$ cat src/sv/clr_pkg.sv
// Shared constants and types for the command line recognizer.
package clr_pkg;

   // Sizing of the line buffer, token capture and name table.
   localparam int LINE_DEPTH  = 128;
   localparam int MAX_TOKENS  = 8;
   localparam int NAME_CHARS  = 8;
   localparam int NUM_ENTRIES = 4;

   localparam int LEN_W      = $clog2(LINE_DEPTH);
   localparam int NAME_W     = 8 * NAME_CHARS;
   localparam int TOKIDX_W   = $clog2(NAME_CHARS);
   localparam int TOKLEN_W   = $clog2(NAME_CHARS + 2);
   localparam int MAX_PARAMS = (MAX_TOKENS - 1 < 7) ? MAX_TOKENS - 1 : 7;
   localparam int RUNS_SAT   = MAX_PARAMS + 2;
   localparam int RUNS_W     = $clog2(RUNS_SAT + 1);
   localparam int ENTRY_W    = $clog2(NUM_ENTRIES);

   // Character codes.
   localparam logic [7:0] CH_CR       = 8'd13;
   localparam logic [7:0] CH_BS       = 8'd8;
   localparam logic [7:0] CH_SPACE    = 8'd32;
   localparam logic [7:0] CH_UPPER_A  = 8'd65;
   localparam logic [7:0] CH_UPPER_Z  = 8'd90;
   localparam logic [7:0] CASE_OFFSET = 8'd32;

   // Result status codes.
   localparam logic [1:0] STATUS_OK        = 2'd0;
   localparam logic [1:0] STATUS_BAD_COUNT = 2'd1;
   localparam logic [1:0] STATUS_NOT_FOUND = 2'd2;

   // Register map: index is the byte address divided by eight.
   localparam int CSR_ADDR_W = 6;
   localparam int CSR_DATA_W = 64;
   localparam logic [2:0] REG_NAME0  = 3'd0;
   localparam logic [2:0] REG_NAME1  = 3'd1;
   localparam logic [2:0] REG_NAME2  = 3'd2;
   localparam logic [2:0] REG_NAME3  = 3'd3;
   localparam logic [2:0] REG_COUNTS = 3'd4;

   // Register reset values.
   localparam logic [63:0] NAME0_RESET  = 64'd1886152040;
   localparam logic [63:0] NAME1_RESET  = 64'd1868983913;
   localparam logic [63:0] NAME2_RESET  = 64'd1953069157;
   localparam logic [63:0] NAME3_RESET  = 64'd7173491;
   localparam logic [15:0] COUNTS_RESET = 16'd8192;

endpackage

$ cat src/sv/command_line_recognizer.sv
// Top level of the command line recognizer: line buffer, walk sequencer and name matcher.
// An ordinary character or backspace word is taken while ready stays high. A return holds
// ready low while the line is walked through the registered read port, for the trim step,
// while the table entries are compared one at a time until a hit or the last entry, and
// while the output register is loaded, longer while a result word waits.
// Reset clears the line length, sequencer, output valid and registers to their defaults.
module command_line_recognizer
   import clr_pkg::*;
(
   input  logic                  clock,
   input  logic                  reset,
   // Input channel; tdata: [7:0] data_byte.
   input  logic                  req_tvalid,
   output logic                  req_tready,
   input  logic [7:0]            req_tdata,
   // Result channel; tdata: [1:0] status, [3:2] command_index, [6:4] param_count, [7] zero.
   output logic                  rsp_tvalid,
   input  logic                  rsp_tready,
   output logic [7:0]            rsp_tdata,
   // Configuration port.
   input  logic                  csr_psel,
   input  logic                  csr_penable,
   input  logic                  csr_pwrite,
   input  logic [CSR_ADDR_W-1:0] csr_paddr,
   input  logic [CSR_DATA_W-1:0] csr_pwdata,
   output logic [CSR_DATA_W-1:0] csr_prdata,
   output logic                  csr_pready
);

   typedef enum logic [4:0] {
      ST_IDLE  = 5'b00001,
      ST_WALK  = 5'b00010,
      ST_TRIM  = 5'b00100,
      ST_MATCH = 5'b01000,
      ST_EMIT  = 5'b10000
   } state_type;

   // Configuration registers.
   logic [63:0] name_ff [NUM_ENTRIES];
   logic [15:0] counts_ff;
   logic        csr_write;
   logic [2:0]  csr_index;

   assign csr_pready = 1'b1;
   assign csr_write  = csr_psel && csr_penable && csr_pwrite;
   assign csr_index  = csr_paddr[5:3];

   always_ff @(posedge clock) begin
      if (reset) begin
         name_ff[0] <= NAME0_RESET;
         name_ff[1] <= NAME1_RESET;
         name_ff[2] <= NAME2_RESET;
         name_ff[3] <= NAME3_RESET;
         counts_ff  <= COUNTS_RESET;
      end else if (csr_write) begin
         case (csr_index)
            REG_NAME0:  name_ff[0] <= csr_pwdata;
            REG_NAME1:  name_ff[1] <= csr_pwdata;
            REG_NAME2:  name_ff[2] <= csr_pwdata;
            REG_NAME3:  name_ff[3] <= csr_pwdata;
            REG_COUNTS: counts_ff  <= csr_pwdata[15:0];
            default: ;
         endcase
      end
   end

   always_comb begin
      case (csr_index)
         REG_NAME0:  csr_prdata = name_ff[0];
         REG_NAME1:  csr_prdata = name_ff[1];
         REG_NAME2:  csr_prdata = name_ff[2];
         REG_NAME3:  csr_prdata = name_ff[3];
         REG_COUNTS: csr_prdata = {48'd0, counts_ff};
         default:    csr_prdata = '0;
      endcase
   end

   // Sequencer and walk registers.
   state_type           state_ff, state_in;
   logic [LEN_W-1:0]    len_ff, len_in;
   logic [LEN_W-1:0]    walk_addr_ff, walk_addr_in;
   logic                rd_valid_ff, rd_valid_in;
   logic [7:0]          rd_data_ff;
   logic                zero_seen_ff, zero_seen_in;
   logic                in_token_ff, in_token_in;
   logic                in_space_ff, in_space_in;
   logic                nonempty_ff, nonempty_in;
   logic [TOKLEN_W-1:0] tok_len_ff, tok_len_in;
   logic [RUNS_W-1:0]   runs_ff, runs_in;
   logic [ENTRY_W-1:0]  entry_ff, entry_in;
   logic [1:0]          res_status_ff, res_status_in;
   logic [ENTRY_W-1:0]  res_index_ff, res_index_in;
   logic [2:0]          res_count_ff, res_count_in;
   logic                rsp_valid_ff, rsp_valid_in;
   logic [6:0]          rsp_data_ff, rsp_data_in;
   logic [7:0]          tok_bytes_ff [NAME_CHARS];

   logic [7:0]          char_folded;
   logic                req_fire;
   logic                mem_we;
   logic                mem_re;
   logic                tok_clear;
   logic                tok_we;
   logic                rd_hit;
   logic                byte_zero;
   logic                char_ok;
   logic [NAME_W-1:0]   tok_word;
   logic [NAME_W-1:0]   cur_name;
   logic                name_hit;
   logic [3:0]          expect_cnt;

   assign req_tready = (state_ff == ST_IDLE);
   assign req_fire   = req_tvalid && req_tready;
   assign rsp_tvalid = rsp_valid_ff;
   assign rsp_tdata  = {1'b0, rsp_data_ff};

   // Fold upper-case letters to lower case.
   always_comb begin
      char_folded = req_tdata;
      if (req_tdata >= CH_UPPER_A && req_tdata <= CH_UPPER_Z) begin
         char_folded = req_tdata + CASE_OFFSET;
      end
   end

   // Stored byte seen this cycle during the walk.
   assign rd_hit    = rd_valid_ff && !zero_seen_ff;
   assign byte_zero = rd_hit && (rd_data_ff == 8'd0);
   assign char_ok   = rd_hit && (rd_data_ff != 8'd0);
   assign mem_re    = (state_ff == ST_WALK) && (walk_addr_ff < len_ff) &&
                      !zero_seen_ff && !byte_zero;
   assign mem_we    = req_fire && (char_folded != CH_BS) && (char_folded != CH_CR) &&
                      (len_ff < LEN_W'(LINE_DEPTH - 1));
   assign tok_clear = req_fire && (char_folded == CH_CR);
   assign tok_we    = (state_ff == ST_WALK) && char_ok && in_token_ff &&
                      (rd_data_ff != CH_SPACE) && (tok_len_ff < TOKLEN_W'(NAME_CHARS));

   // Token as a packed word, first character lowest, for the shared comparator.
   always_comb begin
      for (int b = 0; b < NAME_CHARS; b++) begin
         tok_word[8*b +: 8] = tok_bytes_ff[b];
      end
   end

   assign cur_name   = name_ff[entry_ff][NAME_W-1:0];
   assign name_hit   = (tok_len_ff <= TOKLEN_W'(NAME_CHARS)) && (cur_name != '0) &&
                       (cur_name == tok_word);
   assign expect_cnt = counts_ff[{entry_ff, 2'b00} +: 4];

   // Next-state logic of the sequencer.
   always_comb begin
      state_in      = state_ff;
      len_in        = len_ff;
      walk_addr_in  = walk_addr_ff;
      rd_valid_in   = 1'b0;
      zero_seen_in  = zero_seen_ff;
      in_token_in   = in_token_ff;
      in_space_in   = in_space_ff;
      nonempty_in   = nonempty_ff;
      tok_len_in    = tok_len_ff;
      runs_in       = runs_ff;
      entry_in      = entry_ff;
      res_status_in = res_status_ff;
      res_index_in  = res_index_ff;
      res_count_in  = res_count_ff;
      rsp_valid_in  = rsp_valid_ff;
      rsp_data_in   = rsp_data_ff;

      // The output register empties when the consumer takes the word.
      if (rsp_valid_ff && rsp_tready) begin
         rsp_valid_in = 1'b0;
      end

      case (state_ff)
         ST_IDLE: begin
            if (req_fire) begin
               if (char_folded == CH_BS) begin
                  if (len_ff != '0) begin
                     len_in = len_ff - LEN_W'(1);
                  end
               end else if (char_folded == CH_CR) begin
                  state_in     = ST_WALK;
                  walk_addr_in = '0;
                  zero_seen_in = 1'b0;
                  in_token_in  = 1'b1;
                  in_space_in  = 1'b0;
                  nonempty_in  = 1'b0;
                  tok_len_in   = '0;
                  runs_in      = '0;
               end else if (mem_we) begin
                  len_in = len_ff + LEN_W'(1);
               end
            end
         end
         ST_WALK: begin
            rd_valid_in = mem_re;
            if (mem_re) begin
               walk_addr_in = walk_addr_ff + LEN_W'(1);
            end
            if (byte_zero) begin
               zero_seen_in = 1'b1;
            end
            if (char_ok) begin
               nonempty_in = 1'b1;
               if (rd_data_ff == CH_SPACE) begin
                  in_token_in = 1'b0;
                  in_space_in = 1'b1;
                  if (!in_space_ff && runs_ff < RUNS_W'(RUNS_SAT)) begin
                     runs_in = runs_ff + RUNS_W'(1);
                  end
               end else begin
                  in_space_in = 1'b0;
                  if (in_token_ff && tok_len_ff <= TOKLEN_W'(NAME_CHARS)) begin
                     tok_len_in = tok_len_ff + TOKLEN_W'(1);
                  end
               end
            end
            if (!rd_valid_ff && !mem_re) begin
               state_in = ST_TRIM;
            end
         end
         ST_TRIM: begin
            // A trailing run of spaces starts no parameter.
            if (in_space_ff) begin
               runs_in = runs_ff - RUNS_W'(1);
            end
            len_in   = '0;
            entry_in = '0;
            state_in = nonempty_ff ? ST_MATCH : ST_IDLE;
         end
         ST_MATCH: begin
            res_count_in = (runs_ff > RUNS_W'(7)) ? 3'd7 : runs_ff[2:0];
            if (name_hit) begin
               res_index_in = entry_ff;
               if (runs_ff > RUNS_W'(MAX_PARAMS) || runs_ff != expect_cnt) begin
                  res_status_in = STATUS_BAD_COUNT;
               end else begin
                  res_status_in = STATUS_OK;
               end
               state_in = ST_EMIT;
            end else if (entry_ff == ENTRY_W'(NUM_ENTRIES - 1)) begin
               res_index_in  = '0;
               res_status_in = STATUS_NOT_FOUND;
               state_in      = ST_EMIT;
            end else begin
               entry_in = entry_ff + ENTRY_W'(1);
            end
         end
         ST_EMIT: begin
            if (!rsp_valid_ff || rsp_tready) begin
               rsp_valid_in = 1'b1;
               rsp_data_in  = {res_count_ff, res_index_ff, res_status_ff};
               state_in     = ST_IDLE;
            end
         end
         default: begin
            state_in = ST_IDLE;
         end
      endcase
   end

   // Control registers.
   always_ff @(posedge clock) begin
      if (reset) begin
         state_ff     <= ST_IDLE;
         len_ff       <= '0;
         rd_valid_ff  <= 1'b0;
         rsp_valid_ff <= 1'b0;
      end else begin
         state_ff     <= state_in;
         len_ff       <= len_in;
         rd_valid_ff  <= rd_valid_in;
         rsp_valid_ff <= rsp_valid_in;
      end
   end

   // Walk and result payload registers.
   always_ff @(posedge clock) begin
      walk_addr_ff  <= walk_addr_in;
      zero_seen_ff  <= zero_seen_in;
      in_token_ff   <= in_token_in;
      in_space_ff   <= in_space_in;
      nonempty_ff   <= nonempty_in;
      tok_len_ff    <= tok_len_in;
      runs_ff       <= runs_in;
      entry_ff      <= entry_in;
      res_status_ff <= res_status_in;
      res_index_ff  <= res_index_in;
      res_count_ff  <= res_count_in;
      rsp_data_ff   <= rsp_data_in;
   end

   // Token capture: cleared on a return, filled while the first token is walked.
   always_ff @(posedge clock) begin
      if (tok_clear) begin
         for (int b = 0; b < NAME_CHARS; b++) begin
            tok_bytes_ff[b] <= 8'd0;
         end
      end else if (tok_we) begin
         tok_bytes_ff[tok_len_ff[TOKIDX_W-1:0]] <= rd_data_ff;
      end
   end

   // Line memory with one write port and a registered read port.
   logic [7:0] line_mem [LINE_DEPTH];

   always_ff @(posedge clock) begin
      if (mem_we) begin
         line_mem[len_ff] <= char_folded;
      end
      if (mem_re) begin
         rd_data_ff <= line_mem[walk_addr_ff];
      end
   end

endmodule

$ cat config.mk
export PLATFORM = sky130hd
export DESIGN_NAME = command_line_recognizer
export DESIGN_NICKNAME = d
export VERILOG_FILES = /design/src/sv/clr_pkg.sv /design/src/sv/command_line_recognizer.sv
export SDC_FILE = /design/constraint.sdc
export NUM_CORES = 2
export LEC_CHECK = 0
export ABC_AREA = 1
export BUFFER_PORTS_ARGS = -buffer_cell sky130_fd_sc_hd__buf_2
export CAP_MARGIN = 10
export CORE_MARGIN = 1.5
export CORE_UTILIZATION = 60
export CTS_CLUSTER_DIAMETER = 100
export DETAILED_ROUTE_END_ITERATION = 10
export PLACE_DENSITY_LB_ADDON = 0.15
export SYNTH_ARGS = -nofsm -noshare
export SYNTH_HDL_FRONTEND = slang
export SYNTH_SLANG_ARGS = --single-unit
$ cat constraint.sdc
create_clock -name clock -period 16.6 [get_ports clock]
set_input_delay 3.32 -clock clock [delete_from_list [all_inputs] [get_ports clock]]
set_output_delay 3.32 -clock clock [all_outputs]
set_load 0.05 [all_outputs]
Word-level counts from Yosys, hierarchy flattened

Memory sizes are Yosys's and may differ from the RTL's. A register that Yosys moved wholly into a read port is not among the register bits.
Cells that the tools add are included.

Latch bits: 0
Word-level logic and storage cells: 229
Bits of input ports: 85
Bits in registers: 65
Output and inout port bits: 75
Memory bits (read-only): 0
RAM bits: 1344
Memories: 3

$add $sub $neg: 8
Div/mod/pow operators: 0
Reduce and logical (&&, ||, !) cells: 56
Multipliers: 0
Shift-type cells: 1
Mux-type cells: 94
Bitwise logic cells: 5
Equal/unequal tests: 37
$lt $le $gt $ge: 8

Memory list:

| memory       | depth | width | read ports | clocked after memory_dff | wr ports | line                           | source |
|---|---|---|---|---|---|---|---|
| line_mem     | 128   | 8     | 1          | 1                        | 1        | command_line_recognizer.sv:304 | `logic [7:0] line_mem [LINE_DEPTH];` |
| name_ff      | 4     | 64    | 5          | 1                        | 4        | command_line_recognizer.sv:39  | `logic [63:0] name_ff [NUM_ENTRIES];` |
| tok_bytes_ff | 8     | 8     | 8          | 0                        | 8        | command_line_recognizer.sv:96  | `logic [7:0] tok_bytes_ff [NAME_CHARS];` |

Operators with widths:

| kind                                          | number |
|---|---|
| one-hot mux 64 bit (5 select lines)           | 1 |
| 2-to-1 mux 64 bit                             | 4 |
| == test 64 bit                                | 1 |
| nonzero test 64 bit                           | 1 |
| 2-to-1 mux 7 bit                              | 9 |
| 2-to-1 mux 4 bit                              | 11 |
| 2-to-1 mux 1 bit                              | 42 |
| 2-to-1 mux 5 bit                              | 7 |
| one-hot mux 7 bit (2 select lines)            | 2 |
| one-hot mux 5 bit (5 select lines)            | 1 |
| logical AND 1 bit                             | 24 |
| AND reduction 5 bit                           | 4 |
| != test 2 bit, second input constant          | 9 |
| == test 8 x 4 -> 1 bit, second input constant | 2 |
| 2-to-1 mux 8 bit                              | 2 |
| != test 8 x 4 -> 1 bit, second input constant | 2 |
| indexed part select 16 x 5 -> 4 bit           | 1 |
| adder 7 x 1 -> 7 bit, second input constant   | 2 |
| 2-to-1 mux 2 bit                              | 7 |
| != test 2 x 1 -> 1 bit, second input constant | 6 |
| one-hot mux 4 bit (3 select lines)            | 1 |
| AND reduction 6 bit                           | 2 |
| adder 4 x 1 -> 4 bit, second input constant   | 2 |
| adder 8 x 6 -> 8 bit, second input constant   | 1 |
| 45 further kinds                              | 65 |

Logic depth before layout (Yosys ltp)

Word-level depth: 12
Depth in mapped cells: 23
Mapped depth without buffers: 23

Worst setup path after synthesis

Ideal clock, no wire load.

Path type: in2reg
Start point: in csr_paddr[4]
End point: mem name_ff[3][0] (enable)
Arrival: 8134 ps
Stages: 4
Required time: 16026 ps
Path slack: 7892 ps
Buffers on the path: 0
Library setup time: 574 ps
Path through: inv_1 > nor3_1 > inv_1 > o21ai_0

RTL lines:

| what               | line                          | source |
|---|---|---|
| start: declaration | command_line_recognizer.sv:24 | `input logic [CSR_ADDR_W-1:0] csr_paddr,` |
| end: declaration   | command_line_recognizer.sv:39 |  |

Worst setup path after layout

Start point: in csr_paddr[4]
End point: out csr_prdata[5]

Cells in the longest elaborated chain, start to end: 2
Elaborated cells on any way between the ends: 6
Those cells by class: eq/ne (4); mux (1); reduce/logical (1)

RTL lines:

| what                                        | line                          | source |
|---|---|---|
| == test 3 bit, or another cell as far along | command_line_recognizer.sv:68 | `case (csr_index)` |
| one-hot mux 64 bit (5 select lines) (*)     | command_line_recognizer.sv:68 |  |
| end: declaration                            | command_line_recognizer.sv:26 | `output logic [CSR_DATA_W-1:0] csr_prdata,` |

Mark *: on every way between the ends. The rest lies on a longest branch, timed or not.

==> out/metrics.cfg <==
[outcome]
outcome=finished, final reports clean

[placed_design]
dp_hpwl_um=94500
io_buffers=154
gp_congestion=0.910

[grt]
grt_max_degree=222
grt_overflow=0
antenna_found_initial=4
grt_pass1_vias=39900
grt_usage=0.321
grt_pass1_wl_um=244000

[critical_path]
worstPathRequired_ns=13.28
r2r_slack_ns=12.26
critPathLaunch=csr_paddr[4]
worstSetupEndpointType=output port
worst_r2r_endpoint=rd_data_ff[5]
cp.arrival_ns=5.34
crit_type=in -> out
path_max_fanout=64
endpoint=csr_prdata[5]
reg2regPathDepth=11
rr_startpoint=walk_addr_ff[1]
critPathLaunchType=input pin

[timing]
drv_slew=0
maxSlewHeadroom=0.237
fin_crit_ns=8.66
skew_ns=0.0223
tns_ns=0
fmax_mhz=115
rsz0062_at_grt=no
setup_viol=0
post-route-period-util=0.522
hold_viol=0
tightest_slew_ns=1.14

[clock_tree]
cts_tree=yes
cts_root_buffer=clkbuf_16
cts_buffer_depth=3
post_cts_buffers=0
h-tree-depth=4
numCtsBuffers=142
cts.repair.resized=0
clk_latency_ns=0.76
clk_pin_slew_ns=0.06
ctsHoldBuffers=0
clock-sinks=1419

[yosys]
ys_warn_count=0
async_reset_ff_frac=0
ys_ff_latch=1419
synthesis.area_mm2=0.0604
ys_seq_area_frac=0.701
synth.distinct_cells=49
ys.flop_type=edfxtp_1
synth_edf_count=1387
syn_area_per_cell_um2=11.2
synth_cells=5374

[floorplan]
ios=160
dieArea_mm2=0.103
fp.dieW_um=320
initial_core_util=0.605
die_h_um=320
row_count=116
core_mm2=0.0999

[route]
drtAntennaViolNets=0
vias_per_cell=6.23
drc_errors=0
dr_total_vias=42500
drtIter0Drc=5142
drtPass1Iterations=5
wire_per_inst_um=24.3
wl_um=166000

[layout]
nNetsFinal=5518
area_growth_pct=10.2
layout-drive-gt1-share=0.0817
nFillCells=7436

[power]
leakagePower_nw=23.0
power_mw=7.48
powerDensity_mw_per_mm2=112
ir_drop_mv=0.108

[worst_hold_path]
min_from=res_count_ff[0]
min_path_cells=0
hold_class=reg -> reg

[flow_run]
maxCapViolations=0

## cells by family after synthesis
family,synth area share
buffers and inverters,0.0340
XOR/XNOR,0.00290
flip-flops,0.701
other,0.000124
adder cells (fa/ha/maj),0.00439
AO/OA/AOI/OAI,0.0936
AND/OR/NAND/NOR,0.164
## cells in the mapped netlist, drive strengths merged (2+ instances only)
| cell type | number | share of area |
|---|---|---|
| a211oi | 3 | 0.00037 |
| a21boi | 2 | 0.00025 |
| a21oi | 70 | 0.0058 |
| a221oi | 17 | 0.0025 |
| a31oi | 12 | 0.0012 |
| buf | 79 | 0.0089 |
| clkbuf | 245 | 0.015 |
| clkinv | 10 | 0.00062 |
| conb | 2 | 0.00012 |
| dfxtp | 32 | 0.011 |
| edfxtp | 1387 | 0.69 |
| fa | 2 | 0.00066 |
| ha | 18 | 0.0037 |
| inv | 149 | 0.0093 |
| nand2 | 1019 | 0.063 |
| nand3 | 254 | 0.022 |
| nand3b | 31 | 0.0039 |
| nand4 | 75 | 0.0079 |
| nor2 | 1048 | 0.065 |
| nor3 | 17 | 0.0015 |
| nor3b | 2 | 0.00025 |
| nor4 | 4 | 0.00062 |
| o211ai | 34 | 0.0043 |
| o21ai | 583 | 0.048 |
| o221ai | 89 | 0.013 |
| o22ai | 162 | 0.017 |
| xnor2 | 4 | 0.00058 |
| xor2 | 16 | 0.0023 |
## cell usage in the layout (no fill, tap or decap), types with 10 or more instances in the layout
| cell type | count |
|---|---|
| clkinv_2 | 20 |
| clkbuf_1 | 23 |
| nand2_1 | 1012 |
| buf_4 | 57 |
| o221ai_1 | 89 |
| nand3b_1 | 31 |
| clkinv_1 | 53 |
| ha_1 | 18 |
| nor2_1 | 1043 |
| o211ai_1 | 33 |
| o22ai_1 | 162 |
| nand3_1 | 250 |
| inv_1 | 138 |
| bufinv_16 | 11 |
| conb_1 | 10 |
| buf_2 | 149 |
| nand4_1 | 74 |
| a31oi_1 | 12 |
| a221oi_1 | 17 |
| o21ai_0 | 570 |
| edfxtp_1 | 1387 |
| xor2_1 | 16 |
| dfxtp_1 | 30 |
| a21oi_1 | 70 |
| clkbuf_16 | 145 |
## sequential cells by signal, indices dropped and copies added, names as in the netlist, 2 cells and up, named ones only
name	cells
rsp_data_ff	7
res_index_ff	2
runs_ff	4
state_ff	5
entry_ff	2
walk_addr_ff	7
counts_ff	16
line_mem	1024
res_status_ff	2
rd_data_ff	8
len_ff	7
name_ff	256
tok_len_ff	4
tok_bytes_ff	64
res_count_ff	3
## metrics by stage
step	hold WS, ns	std cells	setup WS, ns	area [µm²]	utilization
3_5_place_dp	0.406	6567	7.95	62000	0.621
5_1_grt	0.424	6829	7.82	66500	0.666
2_1_floorplan	0.400	5382	7.89	60400	-
6_report	0.420	6830	7.94	66500	0.666
3_3_place_gp	0.405	6567	7.96	62000	0.621
4_1_cts	0.420	6828	7.95	66500	0.666
## routing by layer
| layer | vias to the layer above | track usage | wire length, µm |
|---|---|---|---|
| met4 | 2 | 0.170 | 8860 |
| met5 | - | 0 | 10 |
| met1 | 20500 | 0.412 | 61900 |
| met2 | 2305 | 0.531 | 80600 |
| li1 | 19200 | - | - |
| met3 | 484 | 0.0482 | 14300 |
## final cells by class
class / count / area [µm²] / area share
flip-flops and latches: 1419 / 42300 / 0.636
multi-input cells: 3480 / 16200 / 0.243
clock buffers: 172 / 3770 / 0.0567
well taps: 1298 / 1620 / 0.0244
repair buffers: 211 / 1270 / 0.0191
clock inverters: 89 / 772 / 0.0116
inverters: 159 / 616 / 0.00925
diodes: 2 / 5.00 / 0.0000752
## worst min path at each step
| stage | endpoint | slack, ns |
|---|---|---|
| 2_1_floorplan | rsp_data_ff[0] | 0.40 |
| 5_1_grt | rsp_data_ff[6] | 0.42 |
| 6_report | rsp_data_ff[4] | 0.42 |
| 3_5_place_dp | rsp_data_ff[4] | 0.41 |
| 3_3_place_gp | rsp_data_ff[6] | 0.40 |
| 4_1_cts | rsp_data_ff[6] | 0.42 |
## power breakdown
group | total [mW] | internal, mW | switching [mW]
Sequential | 4.01 | 3.98 | 0.0240
Combinational | 0.325 | 0.0617 | 0.263
Clock | 3.15 | 1.79 | 1.35
## worst max-delay path, stage by stage
cell and delay [ns]:
buf_2 0.12, nor2_1 0.13, nand2_1 0.16, inv_2 0.07, buf_4 0.68, a22o_1 0.28
a221oi_1 0.05, nand2_1 0.20, buf_2 0.29
No activity file was read; power rests on OpenSTA's default activity.
